### src/cpmt_pkg.sv
`timescale 1ns / 1ps
`default_nettype none
// ---------------------------------------------------------------------------
// cpmt_pkg
// Shared types and constants of the CIDR prefix match table.
// ---------------------------------------------------------------------------
package cpmt_pkg;

  localparam int NET_W     = 32;
  localparam int PFX_W     = 6;
  localparam int PLEN_W    = 8;
  localparam int CNT_OUT_W = 7;
  localparam int PFX_MAX   = 32;
  localparam int ENTRY_W   = NET_W + PFX_W;

  typedef enum logic [1:0] {
    MODE_LOOKUP = 2'd0,
    MODE_ADD    = 2'd1,
    MODE_REMOVE = 2'd2
  } mode_t;

  typedef enum logic [2:0] {
    ST_OK        = 3'd0,
    ST_BADPREFIX = 3'd1,
    ST_FULL      = 3'd2,
    ST_DUP       = 3'd3,
    ST_NOTFOUND  = 3'd4
  } status_t;

  typedef enum logic [2:0] {
    S_IDLE,
    S_RD,
    S_CMP,
    S_RDLAST,
    S_MOVE,
    S_APPEND,
    S_DONE
  } state_t;

  typedef struct packed {
    logic covers;
    logic exact;
  } cmp_res_t;

endpackage : cpmt_pkg
`default_nettype wire

### src/cpmt_req_if.sv
`timescale 1ns / 1ps
`default_nettype none
// ---------------------------------------------------------------------------
// cpmt_req_if
// Request channel: mode, address and prefix length with valid/ready.
// ---------------------------------------------------------------------------
interface cpmt_req_if;

  logic       valid;
  logic       ready;
  logic [1:0] mode;
  logic [31:0] address;
  logic [7:0] prefix_length;

  modport source (output valid, output mode, output address, output prefix_length,
                  input ready);
  modport sink   (input valid, input mode, input address, input prefix_length,
                  output ready);

endinterface : cpmt_req_if
`default_nettype wire

### src/cpmt_rsp_if.sv
`timescale 1ns / 1ps
`default_nettype none
// ---------------------------------------------------------------------------
// cpmt_rsp_if
// Result channel: match flag, status code and entry count with valid/ready.
// ---------------------------------------------------------------------------
interface cpmt_rsp_if;

  logic       valid;
  logic       ready;
  logic       matched;
  logic [2:0] status;
  logic [6:0] entry_count;

  modport source (output valid, output matched, output status, output entry_count,
                  input ready);
  modport sink   (input valid, input matched, input status, input entry_count,
                  output ready);

endinterface : cpmt_rsp_if
`default_nettype wire

### src/cidr_prefix_match_table_unit.sv
`timescale 1ns / 1ps
`default_nettype none
// ---------------------------------------------------------------------------
// cidr_prefix_match_table_unit
// IPv4 network/prefix table with lookup, add and remove requests.
// ---------------------------------------------------------------------------
//  channel | dir | fields                                 | handshake
//  in_req  | in  | mode[1:0] address[31:0] prefix_length[7:0] | valid/ready
//  out_rsp | out | matched status[2:0] entry_count[6:0]   | valid/ready
//
//  A request walks the stored entries one at a time through the single RAM
//  read port and the shared compare unit, reading then comparing each entry;
//  an add that appends writes the new entry after the walk, and a remove of
//  any entry but the last reads the last entry and moves it into the hole.
//  Requests are taken only between items. Synchronous active-low
//  reset empties the table at once. A held result stalls the next item at
//  its end only.
// ---------------------------------------------------------------------------
module cidr_prefix_match_table_unit
  import cpmt_pkg::*;
#(
  parameter int MAX_ENTRIES = 64
) (
  input  wire logic   clk,
  input  wire logic   rst_n,
  cpmt_req_if.sink    in_req,
  cpmt_rsp_if.source  out_rsp
);

  localparam int AW = (MAX_ENTRIES > 1) ? $clog2(MAX_ENTRIES) : 1;
  localparam int CW = $clog2(MAX_ENTRIES + 1);

  state_t            state_r, state_nxt;
  logic [1:0]        mode_r, mode_nxt;
  logic [NET_W-1:0]  addr_r, addr_nxt;
  logic [PLEN_W-1:0] plen_r, plen_nxt;
  logic [AW-1:0]     idx_r, idx_nxt;
  logic [CW-1:0]     count_r, count_nxt;
  logic              matched_r, matched_nxt;
  status_t           status_r, status_nxt;

  logic              out_valid_r, out_valid_nxt;
  logic              out_matched_r, out_matched_nxt;
  status_t           out_status_r, out_status_nxt;
  logic [CW-1:0]     out_count_r, out_count_nxt;

  logic              wr_en, rd_en;
  logic [AW-1:0]     wr_addr, rd_addr;
  logic [ENTRY_W-1:0] wr_data, rd_data;
  cmp_res_t          cmp;
  logic              hit, is_last, out_free;
  logic [AW-1:0]     last_idx;

  cpmt_ram #(
    .WIDTH (ENTRY_W),
    .DEPTH (MAX_ENTRIES)
  ) u_ram (
    .clk     (clk),
    .wr_en   (wr_en),
    .wr_addr (wr_addr),
    .wr_data (wr_data),
    .rd_en   (rd_en),
    .rd_addr (rd_addr),
    .rd_data (rd_data)
  );

  cpmt_cmp u_cmp (
    .key_addr (addr_r),
    .key_plen (plen_r),
    .ent_net  (rd_data[ENTRY_W-1:PFX_W]),
    .ent_pfx  (rd_data[PFX_W-1:0]),
    .res      (cmp)
  );

  assign last_idx = AW'(count_r - CW'(1));
  assign is_last  = (idx_r == last_idx);
  assign hit      = (mode_r == MODE_LOOKUP) ? cmp.covers : cmp.exact;
  assign out_free = !out_valid_r || out_rsp.ready;

  // next state
  always_comb begin
    state_nxt = state_r;
    case (state_r)
      S_IDLE: begin
        if (in_req.valid) begin
          case (in_req.mode)
            MODE_LOOKUP: state_nxt = (count_r == '0) ? S_DONE : S_RD;
            MODE_ADD: begin
              if (in_req.prefix_length > PLEN_W'(PFX_MAX) ||
                  count_r == CW'(MAX_ENTRIES)) begin
                state_nxt = S_DONE;
              end else if (count_r == '0) begin
                state_nxt = S_APPEND;
              end else begin
                state_nxt = S_RD;
              end
            end
            MODE_REMOVE: state_nxt = (count_r == '0) ? S_DONE : S_RD;
            default:     state_nxt = S_DONE;
          endcase
        end
      end
      S_RD:  state_nxt = S_CMP;
      S_CMP: begin
        if (hit) begin
          state_nxt = (mode_r == MODE_REMOVE && !is_last) ? S_RDLAST : S_DONE;
        end else if (is_last) begin
          state_nxt = (mode_r == MODE_ADD) ? S_APPEND : S_DONE;
        end else begin
          state_nxt = S_RD;
        end
      end
      S_RDLAST: state_nxt = S_MOVE;
      S_MOVE:   state_nxt = S_DONE;
      S_APPEND: state_nxt = S_DONE;
      S_DONE:   state_nxt = out_free ? S_IDLE : S_DONE;
      default:  state_nxt = S_IDLE;
    endcase
  end

  // control outputs
  always_comb begin
    in_req.ready = 1'b0;
    rd_en        = 1'b0;
    rd_addr      = idx_r;
    wr_en        = 1'b0;
    wr_addr      = idx_r;
    wr_data      = rd_data;
    case (state_r)
      S_IDLE: in_req.ready = 1'b1;
      S_RD:   rd_en = 1'b1;
      S_RDLAST: begin
        rd_en   = 1'b1;
        rd_addr = last_idx;
      end
      S_MOVE: wr_en = 1'b1;
      S_APPEND: begin
        wr_en   = 1'b1;
        wr_addr = AW'(count_r);
        wr_data = {addr_r, plen_r[PFX_W-1:0]};
      end
      default: ;
    endcase
  end

  // request and result datapath
  always_comb begin
    mode_nxt        = mode_r;
    addr_nxt        = addr_r;
    plen_nxt        = plen_r;
    idx_nxt         = idx_r;
    count_nxt       = count_r;
    matched_nxt     = matched_r;
    status_nxt      = status_r;
    out_valid_nxt   = out_valid_r && !out_rsp.ready;
    out_matched_nxt = out_matched_r;
    out_status_nxt  = out_status_r;
    out_count_nxt   = out_count_r;
    case (state_r)
      S_IDLE: begin
        mode_nxt    = in_req.mode;
        addr_nxt    = in_req.address;
        plen_nxt    = in_req.prefix_length;
        idx_nxt     = '0;
        matched_nxt = 1'b0;
        status_nxt  = ST_OK;
        if (in_req.mode == MODE_ADD) begin
          if (in_req.prefix_length > PLEN_W'(PFX_MAX)) begin
            status_nxt = ST_BADPREFIX;
          end else if (count_r == CW'(MAX_ENTRIES)) begin
            status_nxt = ST_FULL;
          end
        end else if (in_req.mode == MODE_REMOVE && count_r == '0) begin
          status_nxt = ST_NOTFOUND;
        end
      end
      S_CMP: begin
        if (hit) begin
          case (mode_r)
            MODE_LOOKUP: matched_nxt = 1'b1;
            MODE_ADD:    status_nxt  = ST_DUP;
            MODE_REMOVE: begin
              if (is_last) begin
                count_nxt = count_r - CW'(1);
              end
            end
            default: ;
          endcase
        end else if (is_last) begin
          if (mode_r == MODE_REMOVE) begin
            status_nxt = ST_NOTFOUND;
          end
        end else begin
          idx_nxt = idx_r + AW'(1);
        end
      end
      S_MOVE:   count_nxt = count_r - CW'(1);
      S_APPEND: count_nxt = count_r + CW'(1);
      S_DONE: begin
        if (out_free) begin
          out_valid_nxt   = 1'b1;
          out_matched_nxt = matched_r;
          out_status_nxt  = status_r;
          out_count_nxt   = count_r;
        end
      end
      default: ;
    endcase
  end

  always_ff @(posedge clk) begin
    if (!rst_n) begin
      state_r     <= S_IDLE;
      count_r     <= '0;
      out_valid_r <= 1'b0;
    end else begin
      state_r     <= state_nxt;
      count_r     <= count_nxt;
      out_valid_r <= out_valid_nxt;
    end
  end

  always_ff @(posedge clk) begin
    mode_r        <= mode_nxt;
    addr_r        <= addr_nxt;
    plen_r        <= plen_nxt;
    idx_r         <= idx_nxt;
    matched_r     <= matched_nxt;
    status_r      <= status_nxt;
    out_matched_r <= out_matched_nxt;
    out_status_r  <= out_status_nxt;
    out_count_r   <= out_count_nxt;
  end

  assign out_rsp.valid       = out_valid_r;
  assign out_rsp.matched     = out_matched_r;
  assign out_rsp.status      = out_status_r;
  assign out_rsp.entry_count = CNT_OUT_W'(out_count_r);

`ifndef NO_ASSERTIONS
  a_count_bound: assert property (@(posedge clk) disable iff (!rst_n)
    count_r <= CW'(MAX_ENTRIES))
    else $error("entry count above table size");

  a_append_inc: assert property (@(posedge clk) disable iff (!rst_n)
    (state_r == S_APPEND) |=> (count_r == CW'($past(count_r) + CW'(1))))
    else $error("append did not grow the table by one");

  a_result_from_done: assert property (@(posedge clk) disable iff (!rst_n)
    $rose(out_valid_r) |-> $past(state_r == S_DONE))
    else $error("result raised outside completion");

  a_no_write_idle: assert property (@(posedge clk) disable iff (!rst_n)
    (state_r == S_IDLE || state_r == S_DONE) |-> !wr_en)
    else $error("table written between items");
`endif

endmodule : cidr_prefix_match_table_unit
`default_nettype wire

### src/cpmt_ram.sv
`timescale 1ns / 1ps
`default_nettype none
// ---------------------------------------------------------------------------
// cpmt_ram
// Generic single write, single read RAM with registered read data.
// ---------------------------------------------------------------------------
module cpmt_ram #(
  parameter int WIDTH = 8,
  parameter int DEPTH = 16,
  localparam int AW = (DEPTH > 1) ? $clog2(DEPTH) : 1
) (
  input  wire logic             clk,
  input  wire logic             wr_en,
  input  wire logic [AW-1:0]    wr_addr,
  input  wire logic [WIDTH-1:0] wr_data,
  input  wire logic             rd_en,
  input  wire logic [AW-1:0]    rd_addr,
  output logic      [WIDTH-1:0] rd_data
);

  logic [WIDTH-1:0] mem [DEPTH];

  always_ff @(posedge clk) begin
    if (wr_en) begin
      mem[wr_addr] <= wr_data;
    end
    if (rd_en) begin
      rd_data <= mem[rd_addr];
    end
  end

endmodule : cpmt_ram
`default_nettype wire

### src/cpmt_cmp.sv
`timescale 1ns / 1ps
`default_nettype none
// ---------------------------------------------------------------------------
// cpmt_cmp
// Shared compare unit: prefix cover test and exact pair match of one entry.
// ---------------------------------------------------------------------------
module cpmt_cmp
  import cpmt_pkg::*;
(
  input  wire logic [NET_W-1:0]  key_addr,
  input  wire logic [PLEN_W-1:0] key_plen,
  input  wire logic [NET_W-1:0]  ent_net,
  input  wire logic [PFX_W-1:0]  ent_pfx,
  output cmp_res_t               res
);

  logic [NET_W-1:0] mask;

  // stored prefix is 0..32; a shift of 32 leaves the whole mask set
  assign mask = ~({NET_W{1'b1}} >> ent_pfx);

  always_comb begin
    res.covers = ((key_addr ^ ent_net) & mask) == '0;
    res.exact  = (key_addr == ent_net) && ({{(PLEN_W-PFX_W){1'b0}}, ent_pfx} == key_plen);
  end

endmodule : cpmt_cmp
`default_nettype wire

### src/flat_wrapper.sv
// flat-port wrapper written by rule: the top's interface ports become plain ports
module cidr_prefix_match_table_unit_flat import cpmt_pkg::*;
#(
  parameter int MAX_ENTRIES = 64
)
  (clk, rst_n, in_req_valid, in_req_mode, in_req_address, in_req_prefix_length, in_req_ready, out_rsp_valid, out_rsp_matched, out_rsp_status, out_rsp_entry_count, out_rsp_ready);
  cpmt_req_if in_req_i ();
  cpmt_rsp_if out_rsp_i ();
  input  wire logic clk;
  input  wire logic rst_n;
  input wire logic [$bits(in_req_i.valid)-1:0] in_req_valid;
  input wire logic [$bits(in_req_i.mode)-1:0] in_req_mode;
  input wire logic [$bits(in_req_i.address)-1:0] in_req_address;
  input wire logic [$bits(in_req_i.prefix_length)-1:0] in_req_prefix_length;
  output wire logic [$bits(in_req_i.ready)-1:0] in_req_ready;
  output wire logic [$bits(out_rsp_i.valid)-1:0] out_rsp_valid;
  output wire logic [$bits(out_rsp_i.matched)-1:0] out_rsp_matched;
  output wire logic [$bits(out_rsp_i.status)-1:0] out_rsp_status;
  output wire logic [$bits(out_rsp_i.entry_count)-1:0] out_rsp_entry_count;
  input wire logic [$bits(out_rsp_i.ready)-1:0] out_rsp_ready;
  assign in_req_i.valid = in_req_valid;
  assign in_req_i.mode = in_req_mode;
  assign in_req_i.address = in_req_address;
  assign in_req_i.prefix_length = in_req_prefix_length;
  assign in_req_ready = in_req_i.ready;
  assign out_rsp_valid = out_rsp_i.valid;
  assign out_rsp_matched = out_rsp_i.matched;
  assign out_rsp_status = out_rsp_i.status;
  assign out_rsp_entry_count = out_rsp_i.entry_count;
  assign out_rsp_i.ready = out_rsp_ready;
  cidr_prefix_match_table_unit #(.MAX_ENTRIES(MAX_ENTRIES)) u_core (.clk(clk), .rst_n(rst_n), .in_req(in_req_i), .out_rsp(out_rsp_i));
endmodule
### config.mk
export PLATFORM = sky130hd
export DESIGN_NAME = cidr_prefix_match_table_unit_flat
export DESIGN_NICKNAME = d
export VERILOG_FILES = /design/src/cpmt_pkg.sv /design/src/cpmt_req_if.sv /design/src/cpmt_rsp_if.sv /design/src/cidr_prefix_match_table_unit.sv /design/src/cpmt_ram.sv /design/src/cpmt_cmp.sv /design/src/flat_wrapper.sv
export SDC_FILE = /design/constraint.sdc
export NUM_CORES = 2
export LEC_CHECK = 0
export ABC_CLOCK_PERIOD_IN_PS = 11880
export BUFFER_PORTS_ARGS = -buffer_cell sky130_fd_sc_hd__buf_4
export CORE_AREA = 2 2 404 406
export CTS_CLUSTER_DIAMETER = 100
export DETAILED_ROUTE_END_ITERATION = 16
export DIE_AREA = 0 0 406 408
export GPL_TIMING_DRIVEN = 1
export PLACE_DENSITY_LB_ADDON = 0.12
export SLEW_MARGIN = 30
export SYNTH_ARGS = -nofsm -noshare
export SYNTH_HDL_FRONTEND = slang
export SYNTH_SLANG_ARGS = --single-unit
### constraint.sdc
create_clock -name clk -period 11.88 [get_ports clk]
set_clock_uncertainty 0.1 [all_clocks]
set_input_delay 1.188 -clock clk [delete_from_list [all_inputs] [get_ports clk]]
set_output_delay 1.188 -clock clk [all_outputs]
set_load 0.02 [all_outputs]
; ---- Yosys cells after proc, flatten, opt, wreduce, memory -nomap -nowiden
; Memory sizes are Yosys's and may differ from the RTL's. A register that Yosys moved wholly into a read port is not among the register bits.
; Cells that the tools add are included.
; W data, S select, Z words.
[word_totals]
out_inout_bits = 13
ramBits = 2432
memories = 1
reg_bits = 74
input_bits = 46
wordCells = 110
[classes]
n_addsub = 3
bitwise_logic = 3
order_cmp = 1
eq_ne = 24
shifts = 1
n_mux = 41
reduce_logical = 24
[mem_list]
columns = memory, words, word_bits, read_ports, rd_ports_with_merged_regs, write_ports, line_no
row1 = u_core.u_ram.mem, 64, 38, 1, 1, 1, cpmt_ram.sv:21  ; logic [WIDTH-1:0] mem [DEPTH];
[ops]
columns = cell, count
row1 = $mux W3, 15
row2 = $mux W38, 1
row3 = $and A32 B32 Y32, 1
row4 = $eq A32 B32 Y1, 1
row5 = $logic_not A32 Y1, 1
row6 = $not A32 Y32, 1
row7 = $shr A32 B6 Y32 const A, 1
row8 = $xor A32 B32 Y32, 1
row9 = $mux W6, 4
row10 = $mux W7, 3
row11 = $pmux W7 S3, 1
row12 = $pmux W3 S6, 1
row13 = $pmux W3 S2, 2
row14 = $pmux W6 S2, 1
row15 = $mux W1, 10
row16 = $eq A3 B3 Y1 const B, 3
row17 = $eq A6 B8 Y1, 1
row18 = $gt A8 B6 Y1 const B, 1
row19 = $ne A2 B1 Y1 const B, 4
row20 = $reduce_and A4 Y1, 2
row21 = $add A7 B1 Y7 const B, 1
row22 = $eq A7 B7 Y1 const B, 1
row23 = $logic_not A7 Y1, 1
row24 = $sub A7 B1 Y7 const B, 1
row25 = 21 further kinds, 38

; ---- Longest topological paths before layout
[logic_depth]
depth_word = 7
depth_mapped = 16
depth_no_buf = 10

; ---- Modules after synthesis
; A second synthesis with hierarchy kept.
[unflattened]
hier_cells = 4512
hier_area_um2 = 98056.5
[modules_own_cells]
columns = mod, instances, cells_each, area_each_um2
row1 = cpmt_ram, 1, 3989, 93319.5
row2 = cidr_prefix_match_table_unit, 1, 406, 3905.0
row3 = cpmt_cmp, 1, 117, 832.0

; ---- Least setup slack after synthesis
; Ideal clock, no wire load.
[synth_timing]
kind = reg-to-reg
from = reg u_core.state_r[1]
to = mem u_core.u_ram.mem[0][1] (netlist name), data pin
required_time_ps = 11078
setup_slack_ps = 7277
arrival_time_ps = 3801
period_less_slack_ps = 4603
path_buffers = 4
setup_ps = 702
stages_incl_launch_ff = 8
path_cell_list = dfxtp_1 > buf_2 > nor2b_1 > clkbuf_1 > and2_0 > clkbuf_1 > clkbuf_1 > o21ai_0
[synth_between]
elab_chain_cells = 2
[synth_lines]
columns = item, line_no
row1 = "start, declared", cidr_prefix_match_table_unit.sv:33  ; state_t state_r, state_nxt;
row2 = "start signal, assigned", cidr_prefix_match_table_unit.sv:217  ; state_r <= state_nxt;
row3 = $eq A3 B3 Y1, cidr_prefix_match_table_unit.sv:129  ; case (state_r)
row4 = $mux W38, cidr_prefix_match_table_unit.sv:129
row5 = named net u_core.u_ram.wr_data[1], cpmt_ram.sv:15  ; input wire logic [WIDTH-1:0] wr_data,
row6 = "end, declared", cpmt_ram.sv:21
; The timed path passes the listed nets, and every way through them passes these cells.

; ---- Worst setup path after layout
[layout_timing]
from = reg u_core.count_r[0]
to = reg u_core.u_ram.rd_data[29] (read register of u_core.u_ram.mem), data pin
[layout_between]
elab_chain_cells = 2
[layout_lines]
columns = item, line_no
row1 = "start, declared", cidr_prefix_match_table_unit.sv:38  ; logic [CW-1:0] count_r, count_nxt;
row2 = "start signal, assigned", cidr_prefix_match_table_unit.sv:218  ; count_r <= count_nxt;
row3 = $sub A7 B1 Y7, cidr_prefix_match_table_unit.sv:75  ; assign last_idx = AW'(count_r - CW'(1));
row4 = $mux W6, cidr_prefix_match_table_unit.sv:129
row5 = "end, declared", cpmt_ram.sv:18  ; output logic [WIDTH-1:0] rd_data
; Every way passes these cells.
; A chain may end at the register's enable or synchronous reset.

==> results.toml <==
[detailed_routing]
num_vias = 62000
routed_via_density = 6.80
drt-initial-drc-count = 10600
firstDrtPassIters = 7
routedWlPerCell_um = 31.7
wirelength_mm = 289
drtAntennaViolNets = 0
drc = 0

[global_routing]
grt_pass1_wl_mm = 413
grt_pass1_vias = 58600
antenna_found_initial = 16
grt.overflow.total = 0
grt_usage_pct = 34.9
grt_start_max_net_pins = 152

[timing]
setup_viol = 0
setup_tns_ns = 0
clock.fmax_mhz = 168
period_minus_slack_ns = 5.94
maxSlewViolCount = 0
tightest_slew_ns = 1.07
rsz0062_at_grt = "no"
hold_ws_ns = 0.328
max_slew_margin_pct = 28.5
period_share_pct = 50.0
hold_viol = 0

[setup_path]
cpMostUsedCell = "o22ai_1"
crit_chain = "inv_1, ha_1, nor4bb_4, a21o_4, buf_12, buf_4, nand3_1, a31oi_1, o22ai_1, o22ai_1, a21oi_1"
worstPathRequired_ns = 12.44
reg2reg_slack_ns = 5.94
rr_worst_depth = 11
timing.rr.end = "u_core.u_ram.rd_data[29]"
critPathBufInv = 3
crit_path_top_delay_cell = "buf_4"
endpoint = "u_core.u_ram.rd_data[29]"
worstPathArrival_ns = 6.51
start_kind = "flop"
startpoint = "u_core.count_r[0]"
max_stage_delay_ns = 0.78
cp.depth = 11
crit_type = "flop to flop"
rr_startpoint = "u_core.count_r[0]"
cp-end-kind = "flop"
cp_max_fo = 129
path_delay_family = "compound AO/OA/AOI/OAI gates"

[pwr]
swShare_pct = 35.6
p_per_area_mw_per_mm2 = 247
p_int_uw = 18000
p_leak_uw = 0.0376
p_seq_share_pct = 40.4
pwr-share-comb_pct = 31.4
switching_power_uw = 9940
p_clk_share_pct = 28.2
ir_worst_vdd_mv = 0.192

[cells_and_area]
design_area_mm2 = 0.113
num-nets-final = 6804
nFillCells = 10400
drive_above_1_share_pct = 13.5
fin_util_pct = 69.8
syn2layout_area_growth_pct = 11.8

[synthesis]
syn-num-nets = 6746
ys_seq_elements = 2544
yosysUniqueCellTypes = 68
ys_seq_area_share_pct = 75.5
avgSynthCellArea_um2 = 15.1
mappedNetlistArea_mm2 = 0.101
ys_warn_count = 0
synth_cells = 6697
dominantRegCellSynth = "edfxtp_1"
synth-edff-count = 2533
synthArstFlopShare_pct = 0

[die]
core.rowCount = 148
dieWidth_um = 406
io_pins = 59
core_area_mm2 = 0.162
die-area_mm2 = 0.166
initial_utilization_pct = 62.5
die_h_um = 408

[clock_network]
clockBufferDepth = 4
cts.hold.buffers_added = 0
cts_root_buffer = "clkbuf_16"
cts.clk_slew.worst_paths_ns = 0.06
cts_tree = "done"
clk_latency_ns = 0.93
cts_setup_buffers = 0
htree_levels = 5
cts_inserted_buffers = 274
cts_resized = 0
clkSinkCount = 2544

[placement]
place_area_mm2 = 0.105
hpwlAfterDp_mm = 150
port_buffers = 58
place.gp.congestion = 0.879

[run]
cap_violations = 0

[min_path]
holdPathStages = 0
hp-class = "flop to flop"

[run_status]
status = "finished, final reports clean"
[cell usage after synthesis, types with 3 or more instances]
cell type	count	area [um^2]
a211oi_1	198	1490
a21o_1	3	22.5
a21oi_1	197	986
a311o_1	4	40.0
a311oi_1	121	1060
a31oi_1	99	619
a41oi_1	3	26.3
and2_1	8	50.1
and3_1	34	213
buf_1	62	233
buf_2	82	410
buf_4	5	37.5
clkbuf_1	298	1120
dfxtp_1	11	220
edfxtp_1	2533	76100
ha_1	3	37.5
inv_1	82	308
mux2i_1	180	1800
mux4_2	214	4820
nand2_1	1515	5690
nand2b_1	7	43.8
nand3_1	573	2870
nand3b_1	3	22.5
nand4_1	5	31.3
nor2_1	137	514
nor2b_1	4	25.0
nor3_1	16	80.1
nor4_1	52	325
o211ai_1	15	113
o21a_1	7	52.6
o21ai_0	38	190
o221ai_1	9	78.8
o22ai_1	55	344
o31ai_1	8	60.1
o41ai_1	9	78.8
or2_2	3	18.8
or3_1	13	81.3
or4_1	4	30.0
xnor2_1	33	289
xor2_1	19	166
[cell type report]
cell class	instances	area, um^2	share of cell area, %
inverters	82	308	0.273
clock inverters	127	875	0.775
well taps	2175	2720	2.41
repair buffers	229	1890	1.67
flip-flops and latches	2544	76300	67.6
multi-input cells	3624	23600	20.9
diodes	6	15.0	0.0133
clock buffers	340	7230	6.41
[through the flow]
step | power [uW] | std cells | setup slack [ns]
2_1_floorplan | 16600 | 6697 | 7.28
3_3_place_gp | 19700 | 8645 | 5.80
3_5_place_dp | 19900 | 8654 | 6.12
4_1_cts | 27700 | 9121 | 6.08
5_1_grt | 28800 | 9121 | 5.85
6_report | 27900 | 9127 | 5.94
[cell usage in the layout, fill, tap and decap left out, types with 33 or more instances in the layout]
cell type / instances
clkbuf_16: 280
mux2i_1: 179
buf_4: 215
a31oi_1: 99
nor2_4: 65
clkinv_1: 67
nand2_1: 1476
nand3_1: 573
edfxtp_1: 2533
clkinv_2: 37
inv_1: 82
xnor2_1: 33
nor2_1: 72
mux4_2: 214
a211oi_1: 197
a21oi_1: 195
clkbuf_1: 60
o22ai_1: 55
and3_1: 34
nor4_1: 35
a311oi_1: 121
[logic make-up (layout without fill, tap and decap cells)]
family / after synthesis / count (layout) / synth area share [%]
compound gates: 786 / 786 / 5.28
xor+xnor: 53 / 53 / 0.473
fa+ha+maj: 3 / 3 / 0.0372
buf+inv: 529 / 778 / 2.09
flops: 2544 / 2544 / 75.5
mux: 396 / 396 / 6.58
other cells: 0 / 6 / 0
simple gates: 2386 / 2386 / 10.0
[flip-flops by register name, indices dropped and copies added, names as in the netlist]
signal and flops:
u_core.u_ram.rd_data 38, u_core.idx_r 6, u_core.u_ram.mem 2432, u_core.out_rsp.entry_count 7, u_core.mode_r 2, u_core.addr_r 32, u_core.out_rsp.valid 1, u_core.status_r 3
u_core.matched_r 1, u_core.out_rsp.matched 1, u_core.plen_r 8, u_core.count_r 7, u_core.state_r 3, u_core.out_rsp.status 3
[power by group through the flow]
stage	clock network, uW	registers, uW	logic [uW]
5_1_grt	8270	11300	9220
3_3_place_gp	0	11500	8280
4_1_cts	7920	11300	8510
6_report	7870	11300	8770
3_5_place_dp	0	11400	8470
2_1_floorplan	0	11300	5250
[worst reg2reg max path, stage by stage (launching register included)]
cell	delay (ns)
dfxtp_1	0.53
inv_1	0.15
ha_1	0.40
nor4bb_4	0.75
a21o_4	0.59
buf_12	0.57
buf_4	1.00
nand3_1	0.26
a31oi_1	0.56
o22ai_1	0.19
o22ai_1	0.49
a21oi_1	0.14
[how the worst min path moves through the flow]
stage	from	end
final	u_core.matched_r	u_core.out_rsp.matched
after global routing	in_req_address[0]	u_core.addr_r[0]
after CTS	in_req_address[14]	u_core.addr_r[14]
after detailed placement	u_core.matched_r	u_core.out_rsp.matched
after global placement	u_core.matched_r	u_core.out_rsp.matched
after floorplan	u_core.matched_r	u_core.out_rsp.matched
[metal layers]
layer / GRT usage, % / up-vias / wire length, um
met1: 51.6 / 31000 / 108000
met2: 50.6 / 4680 / 128000
met4: 12.2 / 8 / 10200
li1: - / 25700 / -
met5: 0.556 / - / 166
met3: 9.71 / 641 / 42900
Power figures use the tool's default switching activity.
